[src/rtl/dul_pkg.sv]
// ---------------------------------------------------------------------------
// dul_pkg
// types and constants of the daily usage ledger
// ---------------------------------------------------------------------------
package dul_pkg;

	localparam int SUM_W   = 21;
	localparam int QUOT_W  = 17;
	localparam int ADDR_W  = 2;

	localparam logic [15:0] REC_MAX    = 16'hFFFF;
	localparam logic [16:0] MS_PER_MIN = 17'd60000;
	localparam logic [15:0] MS_MAX     = 16'd59999;
	localparam logic [31:0] LOST_MAX   = 32'hFFFF_FFFF;

	localparam logic [ADDR_W-1:0] REG_WINDOW_ADDR = '0;

	typedef enum logic [1:0] {
		FUNC_ADD_MIN  = 2'd0,
		FUNC_ADD_MS   = 2'd1,
		FUNC_CLEAR    = 2'd2,
		FUNC_SET_LOST = 2'd3
	} dul_func_t;

	typedef struct packed {
		logic [31:0] key;
		logic [15:0] mins;
		logic [15:0] ms;
		logic [15:0] pg;
	} dul_rec_t;

	typedef struct packed {
		logic        find;
		logic        mark;
		logic        ins_up;
		logic        ins_down;
		logic        wr;
		logic [31:0] day;
		logic [15:0] wr_mins;
		logic [15:0] wr_ms;
		logic [15:0] wr_pg;
	} dul_ctl_t;

endpackage

[src/rtl/dul_div.sv]
// ---------------------------------------------------------------------------
// dul_div
// split of a 32-bit millisecond count into minutes and leftover milliseconds
// ---------------------------------------------------------------------------
module dul_div import dul_pkg::*; (
	input  logic              clk,
	input  logic              arst_n,
	input  logic              start,
	input  logic [31:0]       dividend,
	output logic              busy,
	output logic [QUOT_W-1:0] quot,
	output logic [15:0]       rem
);

	// floor(x / 60000) = floor((x >> 5) * RECIP >> 38) for any 32-bit x
	localparam int          PRE_SH = 5;
	localparam int          RSH    = 38;
	localparam logic [27:0] RECIP  = 28'd146601551;

	logic [1:0]        ph_q;
	logic [31:0]       dvd_q;
	logic [54:0]       prod_q;
	logic [QUOT_W-1:0] quot_q;
	logic [15:0]       rem_q;
	logic [QUOT_W-1:0] quot_c;
	logic [32:0]       back_c;

	assign quot_c = prod_q[RSH +: QUOT_W];
	assign back_c = 33'(quot_c) * 33'(MS_PER_MIN);

	always_ff @(posedge clk or negedge arst_n) begin
		if (!arst_n)
			ph_q <= '0;
		else if (start)
			ph_q <= 2'b01;
		else
			ph_q <= {ph_q[0], 1'b0};
	end

	always_ff @(posedge clk) begin
		if (start)
			dvd_q <= dividend;
		if (ph_q[0])
			prod_q <= 55'(dvd_q[31:PRE_SH]) * 55'(RECIP);
		if (ph_q[1]) begin
			quot_q <= quot_c;
			rem_q  <= 16'(33'(dvd_q) - back_c);
		end
	end

	assign busy = |ph_q;
	assign quot = quot_q;
	assign rem  = rem_q;

endmodule

[config.mk]
export PLATFORM = sky130hd
export DESIGN_NAME = dul_div
export DESIGN_NICKNAME = d
export VERILOG_FILES = /design/src/rtl/dul_pkg.sv /design/src/rtl/dul_div.sv
export SDC_FILE = /design/constraint.sdc
export NUM_CORES = 1
export LEC_CHECK = 0
export BUFFER_PORTS_ARGS = -buffer_cell sky130_fd_sc_hd__buf_2
export CORE_MARGIN = 5
export CORE_UTILIZATION = 30
export DETAILED_ROUTE_END_ITERATION = 10
export SKIP_LAST_GASP = 1
export SLEW_MARGIN = 5
export SYNTH_ARGS = -nofsm -noshare
export SYNTH_HDL_FRONTEND = slang
export SYNTH_SLANG_ARGS = --single-unit
[constraint.sdc]
create_clock -name clk -period 8.6 [get_ports clk]
set_input_delay 0.86 -clock clk [delete_from_list [all_inputs] [get_ports clk]]
set_output_delay 0.86 -clock clk [all_outputs]
set_load 0.05 [all_outputs]
-- Word level (Yosys, flattened, before mapping)
Index checks and enable logic that the tools add are counted.
- $add $sub $neg: 1
- $mul: 2
- mux-type cells: 1
- reduce and logical (&&, ||, !) cells: 1
- operators with widths (cell ; count):
    multiplier 27 x 28 -> 55 bit, second input constant ; 1
    multiplier 17 x 11 -> 11 bit, second input constant ; 1
    subtractor 16 bit ; 1
    two-way mux 2 bit ; 1
    OR reduction 2 bit ; 1
- flip-flop bits (word level): 122
- input port bits: 35
- logic and storage cells: 10

-- Depth between registers and ports, before layout
- depth after elaboration: 2
- mapped depth: 24
- gate-level depth less buffers: 24

-- Worst setup path before layout
Ideal clock, no wire load.
- kind: flip-flop to flip-flop
- start: register dvd_q[14]
- end: register prod_q[54] (data pin)
- library setup time: 258 ps
- arrival time: 6194 ps
- path slack: 2148 ps
- stages on the path, launching flop included: 21
- path buffers: 0
- path through: edfxtp_1 > inv_1 > fa_1 > fa_1 > fa_1 > fa_1 > inv_1 > fa_1 > inv_1 > fa_1 > inv_1 > fa_1 > ha_1 > nand2_2 > o31a_1 > a211o_1 > a2111oi_4 > a2111oi_2 > o31ai_2 > a21oi_1 > xnor2_1
- cells in the longest elaborated chain, start to end: 1
- ends and longest elaborated chain (what ; line ; source):
    from (decl) ; dul_div.sv:21 ; logic [31:0] dvd_q;
    from (signal assigned) ; dul_div.sv:42 ; dvd_q <= dividend;
    multiplier 27 x 28 -> 55 bit ; dul_div.sv:44 ; prod_q <= 55'(dvd_q[31:PRE_SH]) * 55'(RECIP);
    to (signal assigned) ; dul_div.sv:44 ;
    to (decl) ; dul_div.sv:22 ; logic [54:0] prod_q;
No other way between the ends.
A chain may end at the register's enable or synchronous reset.

-- Worst setup path in the final report
Ends and elaborated chain as after synthesis.

==> impl_metrics.yaml <==
synthesis:
  synth_compound_area_frac: 0.0649
  synthMuxAreaShare: 0.00123
  yosysTopAreaCell: "fa_1"
  yosysWarnings: 0
  syn-num-nets: 2147
  synthSimpleGateAreaFrac: 0.0341
  synth-main-ff-cell: "edfxtp_1"
  synth-seq-cells: 84
  ys_top_cells_by_area: "fa_1 (37%), ha_1 (24%), edfxtp_1 (15%)"
  synth_cell_types: 52
  synthAdderAreaFrac: 0.607
  syn_area_um2: 16300
  synthArstFlopShare: 0.0238
  synth_top_family_by_area: "adder cells"
  synth-edff-count: 82
  netlist_instances: 1504
  synth_xor_xnor_area_share: 0.0232
  synth_top_area_frac: 0.371
  seq_area_frac_synth: 0.155
  avgSynthCellArea_um2: 10.8
clocking:
  htree_levels: 3
  holdBufCountCts: 0
  cts_tree: "done"
  ctsRootBufferMaster: "clkbuf_16"
  clock_latency_ns: 0.35
  postCtsResizedCells: 0
  cts.clk_slew.worst_paths_ns: 0.06
  clock_sinks: 84
  cts_setup_buffers: 0
  cts_made_buffers: 9
  clockBufferDepth: 2
floorplan:
  initial_core_util: 0.303
  core.rowCount: 85
  core_area_um2: 53700
  die_area_um2: 58900
  die_w_um: 243
  die_y_um: 243
  pin_count: 69
sta:
  fin_crit_ns: 7.63
  relSlewSlack: 0.442
  hold_violations: 0
  setup_viol: 0
  tns_ns: 0
  rsz0062_at_grt: "no"
  fin_worst_skew_ns: 0.0108
  max_freq_mhz: 131
  max_slew.worst_pin.slew_ns: 0.837
  fin_crit_sh: 0.888
  final_max_slew_viol_count: 0
place:
  gp_congestion: 1.00
  post-dp-hpwl_um: 37700
  numPlacedInstances: 2271
  port_buffers: 68
setup_path:
  crit_path_start: "dvd_q[14]"
  critical_path.max_stage_delay_ns: 0.75
  cp_max_fo: 9
  cpLargestDelayFamily: "adder cells"
  cp-end-kind: "flip-flop"
  crit_required_ns: 8.70
  path_buf_inv: 6
  r2r-start: "dvd_q[14]"
  worst-setup-path-type: "reg -> reg"
  crit_chain: "inv_1, fa_1, inv_1, ha_1, fa_1, inv_1, fa_1, inv_1, fa_1, inv_1, fa_1, inv_1, fa_1, ha_1, a21oi_1, a21boi_1, a311oi_2, nand4_1, a2111oi_2, o31ai_2, a21oi_1, xnor2_1"
  cpMaxStageDelayCell: "edfxtp_1"
  startpoint_type: "flip-flop"
  worst_ep_arrival_time_ns: 7.74
detailed_routing:
  vias: 10400
  drt_pass1_iterations: 6
  drcViolationCount: 0
  viasPerCell: 4.55
  postRouteAntennaNets: 0
  wl_per_cell_um: 18.1
  routed_wirelength_um: 41300
  initialDrtViolationCount: 509
global_routing:
  grt_pass1_vias: 11700
  grt_antenna_before_repair: 0
  grt_use_total: 0.144
  grt_pass1_wl_um: 65700
  grt.overflow.total: 0
  grt_max_degree: 35
layout:
  drive_gt1_frac: 0.0635
  area_delta_synth_final_pct: 9.27
  final_common_cell: "inv_1"
  final_cell_mix: "inv_1 (498), ha_1 (307), fa_1 (301), edfxtp_1 (82), buf_2 (68)"
  final_nets: 2229
  n_fill_cell: 5399
  instances_no_fill: 2287
  antennaDiodeCount: 0
job:
  maxCapViolations: 0
outcome:
  status: "completed"
min_path:
  hold_path.class: "in -> async"
[worst reg2reg max path, cell delays in order, from the launching register on]
cell and delay [ns]:
edfxtp_1 0.75, inv_1 0.22, fa_1 0.73, inv_1 0.11, ha_1 0.35, fa_1 0.51
inv_1 0.09, fa_1 0.51, inv_1 0.06, fa_1 0.53, inv_1 0.05, fa_1 0.36
inv_1 0.08, fa_1 0.42, ha_1 0.37, a21oi_1 0.25, a21boi_1 0.12, a311oi_2 0.53
nand4_1 0.38, a2111oi_2 0.58, o31ai_2 0.13, a21oi_1 0.20, xnor2_1 0.08
[sequential cells by signal, summed over array words and instances, names as in the netlist]
name,flops
dvd_q,32
prod_q,17
rem,16
ph_q,2
quot,17
[logic make-up (layout without fill, tap and decap cells)]
| group | after synthesis | after routing |
|---|---|---|
| DFF | 84 | 84 |
| xor gates and xnor gates | 43 | 43 |
| muxes | 2 | 2 |
| AOI/OAI and AO/OA | 158 | 158 |
| and+or+nand+nor | 111 | 111 |
| buffers and inverters | 498 | 585 |
| adders and majority gates | 608 | 608 |
[path summary, 6_finish.rpt]
check	to	slack, ns	depth (start not counted)
max in group asynchronous	ph_q[0]	8.23	1
min in group clk	rem[3]	0.42	0
worst min-delay path	ph_q[1]	0.28	1
worst min register to register	rem[3]	0.42	0
worst max-delay path	prod_q[54]	0.97	22
worst max register to register	prod_q[54]	0.97	22
[final cells by class]
| type | instances | area [µm²] | share of cell area |
|---|---|---|---|
| clock buffer | 12 | 246 | 0.0139 |
| sequential | 84 | 2510 | 0.141 |
| clock inverter | 4 | 26.3 | 0.00148 |
| inverter | 498 | 1870 | 0.105 |
| timing repair buffer | 71 | 363 | 0.0204 |
| tap | 696 | 871 | 0.0490 |
| multi-input combinational | 922 | 11900 | 0.668 |
[Yosys cell counts (2+ instances only)]
master,n
nand3_1,11
o21ai_0,27
o2111ai_1,2
nand4_1,5
a221oi_1,2
mux2i_1,2
dfrtp_1,2
o211ai_1,2
and4_1,2
o311ai_0,2
o21a_1,7
o211a_1,2
nand2_1,30
o21bai_1,7
a31oi_1,4
a21oi_1,51
xnor2_1,31
a21o_1,28
o31ai_1,3
nor2b_1,6
nor4_1,2
nor2_1,25
o41ai_1,2
a211o_1,2
edfxtp_1,82
a211oi_1,4
fa_1,301
or2_2,8
ha_1,307
and3_1,8
xor2_1,12
and2_1,4
or3_1,2
nor3_1,4
inv_1,498
[metrics by stage]
stage,util,hold WS (ns),setup WS (ns),cell area [µm²]
4_1_cts,0.331,0.264,0.925,17800
3_3_place_gp,0.326,0.402,0.889,17500
5_1_grt,0.331,0.266,0.611,17800
3_5_place_dp,0.326,0.405,0.944,17500
6_report,0.331,0.281,0.965,17800
2_1_floorplan,-,0.400,2.15,16300
[per-layer routing]
| layer | GRT usage | vias to the layer above | part of all wire |
|---|---|---|---|
| met5 | 0 | - | 0 |
| met1 | 0.189 | 5216 | 0.43 |
| met2 | 0.233 | 262 | 0.47 |
| met3 | 0.0304 | 71 | 0.058 |
| met4 | 0.0541 | 0 | 0.041 |
| li1 | - | 4856 | - |
Power is left out: the tool's default activity adds up to more than one toggle a clock period on the data nets, which glitch-free logic cannot reach.
