==> src/rtl/dul_pkg.sv <==
// ---------------------------------------------------------------------------
// dul_pkg
// types and constants of the daily usage ledger
// ---------------------------------------------------------------------------
package dul_pkg;

	localparam int SUM_W   = 21;
	localparam int QUOT_W  = 17;
	localparam int ADDR_W  = 2;

	localparam logic [15:0] REC_MAX    = 16'hFFFF;
	localparam logic [16:0] MS_PER_MIN = 17'd60000;
	localparam logic [15:0] MS_MAX     = 16'd59999;
	localparam logic [31:0] LOST_MAX   = 32'hFFFF_FFFF;

	localparam logic [ADDR_W-1:0] REG_WINDOW_ADDR = '0;

	typedef enum logic [1:0] {
		FUNC_ADD_MIN  = 2'd0,
		FUNC_ADD_MS   = 2'd1,
		FUNC_CLEAR    = 2'd2,
		FUNC_SET_LOST = 2'd3
	} dul_func_t;

	typedef struct packed {
		logic [31:0] key;
		logic [15:0] mins;
		logic [15:0] ms;
		logic [15:0] pg;
	} dul_rec_t;

	typedef struct packed {
		logic        find;
		logic        mark;
		logic        ins_up;
		logic        ins_down;
		logic        wr;
		logic [31:0] day;
		logic [15:0] wr_mins;
		logic [15:0] wr_ms;
		logic [15:0] wr_pg;
	} dul_ctl_t;

endpackage

==> src/rtl/dul_cell.sv <==
// ---------------------------------------------------------------------------
// dul_cell
// one record slot of the sorted day chain with its window sum stage
// ---------------------------------------------------------------------------
module dul_cell import dul_pkg::*; #(
	parameter int IDX = 0,
	parameter int CW  = 6
) (
	input  logic             clk,
	input  logic             arst_n,
	input  dul_ctl_t         ctl,
	input  logic [CW-1:0]    count,
	input  logic [CW-1:0]    start,
	input  dul_rec_t         left_rec,
	input  dul_rec_t         right_rec,
	input  logic             left_lt,
	input  logic             right_lt,
	input  logic [SUM_W-1:0] sum_in_min,
	input  logic [SUM_W-1:0] sum_in_pg,
	output dul_rec_t         rec,
	output logic             lt,
	output logic             hit,
	output logic             tgt,
	output logic [SUM_W-1:0] sum_min,
	output logic [SUM_W-1:0] sum_pg
);

	localparam logic [CW-1:0] MY_IDX = CW'(IDX);
	localparam logic          FIRST  = (IDX == 0);

	dul_rec_t         rec_q;
	logic             tgt_q;
	logic [SUM_W-1:0] sum_min_q;
	logic [SUM_W-1:0] sum_pg_q;
	logic             valid;
	logic             incl;
	dul_rec_t         fresh;

	assign valid = MY_IDX < count;
	assign incl  = valid && (MY_IDX >= start);
	assign lt    = valid && (rec_q.key < ctl.day);
	assign hit   = valid && (rec_q.key == ctl.day);
	assign fresh = '{key: ctl.day, mins: '0, ms: '0, pg: '0};

	always_ff @(posedge clk) begin
		if (ctl.find && ctl.ins_up) begin
			if (!lt) begin
				if (FIRST || left_lt)
					rec_q <= fresh;
				else
					rec_q <= left_rec;
			end
		end else if (ctl.find && ctl.ins_down) begin
			if (right_lt)
				rec_q <= right_rec;
			else if (lt)
				rec_q <= fresh;
		end else if (ctl.wr && tgt_q) begin
			rec_q.mins <= ctl.wr_mins;
			rec_q.ms   <= ctl.wr_ms;
			rec_q.pg   <= ctl.wr_pg;
		end
	end

	always_ff @(posedge clk or negedge arst_n) begin
		if (!arst_n) begin
			tgt_q     <= 1'b0;
			sum_min_q <= '0;
			sum_pg_q  <= '0;
		end else begin
			if (ctl.find) begin
				if (ctl.ins_up)
					tgt_q <= !lt && (FIRST || left_lt);
				else if (ctl.ins_down)
					tgt_q <= lt && !right_lt;
				else
					tgt_q <= ctl.mark && hit;
			end
			sum_min_q <= sum_in_min + (incl ? SUM_W'(rec_q.mins) : '0);
			sum_pg_q  <= sum_in_pg + (incl ? SUM_W'(rec_q.pg) : '0);
		end
	end

	assign rec     = rec_q;
	assign tgt     = tgt_q;
	assign sum_min = sum_min_q;
	assign sum_pg  = sum_pg_q;

endmodule

==> config.mk <==
export PLATFORM = sky130hd
export DESIGN_NAME = dul_cell
export DESIGN_NICKNAME = d
export VERILOG_FILES = /design/src/rtl/dul_pkg.sv /design/src/rtl/dul_cell.sv
export SDC_FILE = /design/constraint.sdc
export NUM_CORES = 1
export LEC_CHECK = 0
export ABC_AREA = 1
export BUFFER_PORTS_ARGS = -buffer_cell sky130_fd_sc_hd__buf_2
export CELL_PAD_IN_SITES_DETAIL_PLACEMENT = 0
export CELL_PAD_IN_SITES_GLOBAL_PLACEMENT = 1
export CORE_AREA = 2 2 167 169
export DETAILED_ROUTE_END_ITERATION = 7
export DIE_AREA = 0 0 169 171
export HOLD_SLACK_MARGIN = 0.06
export PLACE_DENSITY = 0.75
export SLEW_MARGIN = 10
export SYNTH_ARGS = -nofsm -noshare
export SYNTH_HDL_FRONTEND = slang
export SYNTH_SLANG_ARGS = --single-unit
==> constraint.sdc <==
create_clock -name clk -period 10.5 [get_ports clk]
set_clock_uncertainty 0.1 [all_clocks]
set_input_delay 1.05 -clock clk [delete_from_list [all_inputs] [get_ports clk]]
set_output_delay 1.05 -clock clk [all_outputs]
set_load 0.02 [all_outputs]
[Word level (Yosys, flattened, before mapping)]
Cells that the tools add are included.
Storage, ports and cells
  logic and storage cells: 41
  bits of input ports: 303
  register bits after elaboration: 123
Cells by class
  reduce and logical (&&, ||, !) cells: 15
  equality and inequality tests: 3
  mux-type cells: 11
  $add $sub $neg: 2
  magnitude comparators: 3
Operator list (number)
  $mux W80: 4
  $mux W48: 2
  $add A21 B16 Y21: 2
  $eq A32 B32 Y1: 1
  $lt A32 B32 Y1: 1
  $mux W16: 2
  $mux W32: 1
  $logic_and A1 B1 Y1: 8
  $ge A1 B6 Y1 const A: 1
  $lt A1 B6 Y1 const A: 1
  $reduce_and A3 Y1: 2
  $reduce_bool A3 Y1: 2
  $ne A4 B4 Y1 const B: 1
  $logic_not A1 Y1: 2
  $mux W1: 2
  $ne A2 B2 Y1 const B: 1
  $reduce_bool A2 Y1: 1

[Logic depth before layout (Yosys ltp)]
Gate-level depths: netlist of the first run.
  depth after elaboration: 6
  mapped depth: 17
  depth with buffers taken out: 17

[Worst setup path after synthesis of the first run]
OpenSTA, ideal clock, no wires.
  path kind: input-to-reg
  start: input ctl[79] (netlist name)
  end: register rec_q, in the netlist rec[0] (enable)
  data arrival time: 4.212 ns
  setup slack: 5.733 ns
  stages: 11
  data required time: 9.945 ns
  library setup time: 0.455 ns
  path buffers: 0
  cells stage by stage: inv_1 -> ha_1 -> nand2_1 -> or2_2 -> nand4_1 -> nor2_1 -> nand2_1 -> inv_1 -> nand2_1 -> nand2_1 -> nor2_1
Between the ends
  cells in the longest elaborated chain, start to end: 4
Ends and longest elaborated chain
  start, declared: RTL line dul_cell.sv:11  | input dul_ctl_t ctl,
  $lt A32 B32 Y1 *: RTL line dul_cell.sv:41  | assign lt = valid && (rec_q.key < ctl.day);
  $logic_and A1 B1 Y1 *: RTL line dul_cell.sv:41
  net lt: RTL line dul_cell.sv:21  | output logic lt,
  $ne A4 B4 Y1 (no source line) or $ne A2 B2 Y1 (tied branches)
  $reduce_and A3 Y1 (no source line) *
  end signal, assigned: RTL line dul_cell.sv:49  | rec_q <= fresh;
  end signal, assigned: RTL line dul_cell.sv:51  | rec_q <= left_rec;
  end signal, assigned: RTL line dul_cell.sv:55  | rec_q <= right_rec;
  end, declared: RTL line dul_cell.sv:31  | dul_rec_t rec_q;
The timed path passes the listed nets; every way through them passes the cells marked *.
A chain may end at the register's enable or synchronous reset.

[Final worst setup path of the first run]
  start: input ctl[71] (netlist name)
  end: output lt
Between the ends
  cells in the longest elaborated chain, start to end: 2
Ends and longest elaborated chain (RTL line)
  $lt A32 B32 Y1: dul_cell.sv:41
  $logic_and A1 B1 Y1: dul_cell.sv:41
  end, declared: dul_cell.sv:21
No other way between the ends.

==> results_dict.tcl, run 1 <==
set metrics [dict create \
    reg2regPathDepth 12 \
    worst_slack_ns 6.91 \
    end_kind "output pin" \
    synth-compound-area-share 0.119 \
    clockBufferDepth 2 \
    setup_tns_ns 0 \
    worstPathMaxFanout 3 \
    die_x_microns 169 \
    grt_max_degree 78 \
    num-fill-cells 2881 \
    rrSetupSlack_ns 7.70 \
    total_power_mw 1.48 \
    clk_pin_slew_ns 0.06 \
    ios 428 \
    cts_hold_buffers 0 \
    ctsResizeCount 0 \
    synth.avg_cell_area_sq_um 8.44 \
    pre_cts_ws_ns 6.38 \
    finalNonFillerCells 1603 \
    min_from "tgt" \
    hold_path.class "reg2reg" \
    dieArea_sq_mm 0.0289 \
    cpPeakStageDelay_ns 0.30 \
    fin_nets 1612 \
    start_util 0.277 \
    fin_area_sq_mm 0.0103 \
    rr_endpoint "rec[14]" \
    drv_slew 0 \
    track_usage 0.166 \
    slowest_stage "ha_1" \
    drt-initial-drc-count 323 \
    area_delta_synth_final_pct 35.6 \
    maxCapViolCount 0 \
    setup_violations 0 \
    synth.net_count 1266 \
    drc_errors 0 \
    cp.arrival_ns 2.44 \
    grt_setup_unrepaired "false" \
    yosys.area_share.simple 0.203 \
    syn_area_sq_mm 0.00757 \
    ys_seq_elements 123 \
    min_period_ns 3.59 \
    antenna_found_initial 1 \
    netlist_instances 897 \
    maxSlewHeadroom 0.344 \
    multiInputGateArea_sq_mm 0.00360 \
    hold_depth 2 \
    hold_viol 0 \
    dpl-instance-area_sq_mm 0.00970 \
    synth_top_family_by_area "simple AND/OR/NAND/NOR gates" \
    required_ns 9.35 \
    drt_pass1_iterations 4 \
    cts-root-buf "clkbuf_16" \
    ir_drop_v 0.0000869 \
    wl_per_cell_microns 15.1 \
    grt_pass1_vias 6989 \
    hold-worst-slack_ns 0.436 \
    ys_warn_count 0 \
    clk_latency_ns 0.42 \
    hpwl_microns 19000 \
    leakagePower_nw 5.33 \
    dieHeight_microns 171 \
    numPortBuffers 346 \
    crit_type "in2out" \
    synthXorXnorAreaFrac 0.0370 \
    yosysSeqAreaShare 0.459 \
    seq_area_sq_mm 0.00348 \
    grt_pass1_wl_microns 36800 \
    finalWirelength_microns 24200 \
    ant_nets 0 \
    crit_path_cell_trace "buf_2, inv_1, ha_1, a21o_1, nor2_1, a21oi_1, nor2_1, nand2_1, inv_1, buf_2" \
    postLayoutCoreUtil 0.376 \
    synthMuxAreaShare 0.00149 \
    rows 61 \
    timing_worst_slew_pin_value_ns 0.982 \
    via_per_inst 4.46 \
    cts_sinks 123 \
    worstReg2RegStart "rec[76]" \
    final_layout_size_suffix_gt1_frac 0.325 \
    synth_fa_ha_area_frac 0.111 \
    power.density_mw_per_mm2 144 \
    placed_cells 1570 \
    htreeDepth 4 \
    run_status "completed" \
    core-area_sq_mm 0.0273 \
    cts_setup_buffers 0 \
    synth_cell_type_count 32 \
    timing.fmax_ghz 0.278 \
    cts_tree "done" \
    holdPathEnd "tgt" \
    grt.overflow.total 0 \
    post-route-period-util 0.342 \
    cts_made_buffers 17 \
    startpoint_type "input port" \
    vias 7152 \
    gp_congestion 0.828 \
]
kinds of logic after synthesis:
group / after synthesis
DFF: 123
xor gates and xnor gates: 32
buffers and inverters: 135
and+or+nand+nor: 376
adders and majority gates: 66
AOI/OAI and AO/OA: 164
muxes: 1
worst max path at each step:
stage	startpoint	to	slack, ns	cells after the start
6_report	ctl[71]	lt	6.91	10
5_1_grt	ctl[71]	lt	6.69	10
4_1_cts	ctl[84]	rec[14]	6.83	9
3_5_place_dp	ctl[84]	rec[14]	6.38	9
3_3_place_gp	ctl[84]	rec[14]	6.41	9
2_1_floorplan	ctl[79]	rec[0]	5.73	11
Yosys cell counts (all sizes together):
cell type,n,area [sq um]
nand3b,4,30.0
a21boi,2,30.0
nand3,26,145
xnor2,12,105
o21bai,6,60.1
a21o,6,45.0
fa,2,40.0
a31oi,3,18.8
nor4,2,12.5
dfrtp,43,1080
inv,110,413
clkbuf,12,45.0
mux2,1,11.3
nand2,222,841
o21ai,66,345
xor2,20,175
nor2,108,410
nor3,5,40.0
nand4,8,50.1
edfxtp,80,2400
a21oi,81,405
or2,1,6.26
buf,13,65.1
ha,64,801
cell usage in the layout, fill, tap and decap left out, types with 8 or more instances in the layout:
| cell type | count |
|---|---|
| ha_1 | 64 |
| inv_1 | 109 |
| nand4_1 | 8 |
| xor2_1 | 20 |
| a21oi_1 | 81 |
| xnor2_1 | 12 |
| clkbuf_16 | 18 |
| o21ai_0 | 62 |
| nand2_1 | 218 |
| dfrtp_1 | 43 |
| buf_2 | 346 |
| nand3_1 | 23 |
| edfxtp_1 | 80 |
| nor2_1 | 103 |
critical path, delay by kind of cell:
family	cells	cell delay (ns)
AO/OA/AOI/OAI	2	0.27
adder cells (fa/ha/maj)	1	0.30
buffers and inverters	4	0.38
AND/OR/NAND/NOR	3	0.46
metal layers:
layer / vias to the layer above / global-route usage / share of wire
met4: 0 / 0.0483 / 0.016
met3: 30 / 0.0500 / 0.069
met2: 263 / 0.280 / 0.48
met1: 3204 / 0.207 / 0.43
li1: 3655 / - / -
met5: - / 0 / 0
report_power, final:
| part | switching [mW] | internal [mW] |
|---|---|---|
| clock | 0.233 | 0.350 |
| sequential | 0.0209 | 0.575 |
| combinational | 0.193 | 0.105 |
flip-flops by register name (all words and copies together), names as in the netlist:
register	cells
tgt	1
sum_min	21
rec	80
sum_pg	21
layout make-up:
class,instances,area share
clock buffer,21,0.0469
antenna,1,0.000244
tap,346,0.0421
sequential,123,0.339
clock inverter,11,0.00877
inverter,110,0.0402
timing repair buffer,352,0.173
multi-input combinational,639,0.350
(Power assumes the default switching activity.)
==> run 2, diff against run 1 <==
--- a/config.mk
+++ b/config.mk
@@ -5,7 +5,7 @@
 export SDC_FILE = /design/constraint.sdc
 export NUM_CORES = 1
 export LEC_CHECK = 0
-export ABC_AREA = 1
+export ABC_AREA = 0
 export BUFFER_PORTS_ARGS = -buffer_cell sky130_fd_sc_hd__buf_2
 export CELL_PAD_IN_SITES_DETAIL_PLACEMENT = 0
 export CELL_PAD_IN_SITES_GLOBAL_PLACEMENT = 1
@@ -13,7 +13,7 @@
 export DETAILED_ROUTE_END_ITERATION = 7
 export DIE_AREA = 0 0 169 171
 export HOLD_SLACK_MARGIN = 0.06
-export PLACE_DENSITY = 0.75
+export PLACE_DENSITY = 0.71
 export SLEW_MARGIN = 10
 export SYNTH_ARGS = -nofsm -noshare
 export SYNTH_HDL_FRONTEND = slang
==> constraint.sdc (replaced) <==
create_clock -name clk -period 3.7 [get_ports clk]
set_clock_uncertainty 0.1 [all_clocks]
set_input_delay 0.37 -clock clk [delete_from_list [all_inputs] [get_ports clk]]
set_output_delay 0.37 -clock clk [all_outputs]
set_load 0.02 [all_outputs]
==> run 2 against run 1 <==
Die area unchanged. Final cell count shrank 12%. Wire length fell by 0.66%. Design area is 0.50% lower. Highest routed layer unchanged.
==> results_dict.tcl, run 2 <==
set metrics [dict create \
    cp.arrival_ns 3.67 \
    timing_worst_slew_pin_value_ns 1.06 \
    run_status "completed" \
    ys_warn_count 0 \
    drc_errors 0 \
    maxCapViolCount 0 \
    mostFrequentLayoutCell "buf_2" \
    track_usage 0.164 \
    start_util 0.264 \
    synth.avg_cell_area_sq_um 10.7 \
    synth_commonest_cells "80 x edfxtp_1, 64 x ha_1, 56 x nand2_1, 48 x a22o_1, 48 x o21ai_0" \
    gp_congestion 0.820 \
    ys.flop_type "edfxtp_1" \
    drv_slew 0 \
    cts_tree "done" \
    hold_viol 0 \
    area_delta_synth_final_pct 41.9 \
    fin_area_sq_mm 0.0102 \
    cts-root-buf "clkbuf_16" \
    wl_per_cell_microns 17.0 \
    grt.overflow.total 0 \
    dpl-instance-area_sq_mm 0.00957 \
    die_x_microns 169 \
    end_kind "flip-flop" \
    vias 6584 \
    crit_type "in2reg" \
    maxSlewHeadroom 0.291 \
    post-route-period-util 0.929 \
    cts_sinks 123 \
    numPortBuffers 346 \
    htreeDepth 4 \
    clk_latency_ns 0.41 \
    use_met3 0.0467 \
    leakagePower_nw 4.97 \
    yosysMostFrequentCell "edfxtp_1" \
    rr_endpoint "rec[8]" \
    met2_usage 0.270 \
    synth_area_leaders "edfxtp_1 33%, dfrtp_1 15%, ha_1 11%" \
    dieHeight_microns 171 \
    grtUsageMet1 0.210 \
    fin_nets 1420 \
    dieArea_sq_mm 0.0289 \
    drt_pass1_iterations 6 \
    mostFrequentLayoutCells "346 x buf_2, 80 x edfxtp_1, 64 x ha_1, 56 x nand2_1" \
    largest_reg_flops 80 \
    core-area_sq_mm 0.0273 \
    hold-worst-slack_ns 0.0881 \
    synth_top_cell_by_area "edfxtp_1" \
    finalWirelength_microns 24100 \
    rows 61 \
    worstReg2RegStart "rec[73]" \
    reg2regPathDepth 8 \
    holdPathEnd "sum_pg[0]" \
    final_layout_size_suffix_gt1_frac 0.403 \
    grt-busiest-layer "met2" \
    grt_pass1_wl_microns 36100 \
    yosysSeqAreaShare 0.483 \
    clockBufferDepth 2 \
    rrSetupSlack_ns 0.64 \
    num-fill-cells 2789 \
    netlist_instances 672 \
    worstPathMaxFanout 8 \
    setup_violations 0 \
    ios 428 \
    min_from "sum_in_pg[0]" \
    ir_drop_v 0.000221 \
    hold_path.class "in2reg" \
    synth_cell_type_count 60 \
    min_period_ns 3.44 \
    grt_pass1_vias 6483 \
    power.density_mw_per_mm2 422 \
    hpwl_microns 19400 \
    synth.net_count 1041 \
    syn_area_sq_mm 0.00720 \
    drt-initial-drc-count 348 \
    via_per_inst 4.66 \
    required_ns 3.93 \
    cts_setup_buffers 0 \
    cts_made_buffers 17 \
    ys_async_sr_fraction 0.350 \
    hold_depth 2 \
    antenna_found_initial 4 \
    startpoint_type "input port" \
    grt_setup_unrepaired "false" \
    ys_seq_elements 123 \
    clk_pin_slew_ns 0.06 \
    grt_max_degree 64 \
    synth_edf_count 80 \
    synth_top_area_share 0.334 \
    timing.fmax_ghz 0.291 \
    ant_nets 0 \
]
[run 2: changes by cell type in the layout (fill, tap and decap cells not counted), sizes merged, moves of 14 or more]
cell and delta:
nor2 -80, buf +30, a21oi -43, inv -67
nand3 -19, nand2 -165, a22o +48, and2 +34
o21ai -14
[run 2: how the worst max path moves through the flow]
| stage | startpoint | endpoint | slack, ns |
|---|---|---|---|
| after floorplan | count[1] | sum_pg[14] | 0.11 |
| after global placement | count[1] | sum_pg[14] | -0.33 |
| after detailed placement | start[5] | sum_pg[17] | -0.43 |
| after CTS | start[5] | sum_pg[17] | 0.01 |
| after global routing | count[1] | sum_min[14] | 0.03 |
| final | count[1] | sum_pg[14] | 0.26 |
[run 2: worst max-delay path, stage by stage]
cell and delay, ns:
buf_2 0.13, or4_1 0.61, nor3_4 0.23, nor4_4 0.12, and2_1 0.18, ha_1 0.20
fa_1 0.43, a211oi_1 0.35, o21a_1 0.21, nor3_1 0.07, a211o_1 0.28, o41ai_1 0.31
xnor2_1 0.17
[run 2: logic make-up (layout without fill, tap and decap cells)]
family,after synthesis,in the layout,synth area share
flip-flops,123,123,0.483
AND/OR/NAND/NOR,180,180,0.129
adder cells (fa/ha/maj),66,66,0.117
multiplexers,5,5,0.00730
buffers and inverters,67,459,0.0356
AO/OA/AOI/OAI,201,201,0.192
XOR/XNOR,30,30,0.0365
other,0,3,0
[run 2: layout make-up]
class | count | area (sq um) | area share
sequential | 123 | 3480 | 0.340
antenna | 3 | 7.51 | 0.000734
clock inverter | 12 | 109 | 0.0106
timing repair buffer | 386 | 2040 | 0.200
inverter | 41 | 154 | 0.0151
multi-input combinational | 482 | 3520 | 0.344
tap | 346 | 433 | 0.0424
clock buffer | 20 | 478 | 0.0468
[run 2: stage by stage]
stage	utilization	instances	TNS (ns)	setup WS (ns)	total power, mW
2_1_floorplan	-	672	0	0.114	2.24
3_3_place_gp	0.350	1374	-4.08	-0.335	2.66
3_5_place_dp	0.350	1374	-5.49	-0.433	2.67
4_1_cts	0.373	1410	0	0.00993	4.39
5_1_grt	0.374	1411	0	0.0329	4.53
6_report	0.374	1413	0	0.263	4.32
[run 2: metal layers]
metal / up-vias / share of wire
met5: - / 0
met4: 0 / 0.016
met3: 23 / 0.060
met2: 218 / 0.48
met1: 3084 / 0.44
li1: 3259 / -
[run 2: power breakdown]
group	switching, mW	internal (mW)	leakage (nW)
Sequential	0.0649	1.66	1.27
Clock	0.678	1.01	0.293
Combinational	0.562	0.346	3.40
Total	1.31	3.01	4.97
[run 2: repair_timing]
action | in CTS | in global routing
hold endpoints to repair | 23 | 0
endpoints found under the setup margin | 0 | 15
hold buffers | 4 | 0
resized for setup | 0 | 3
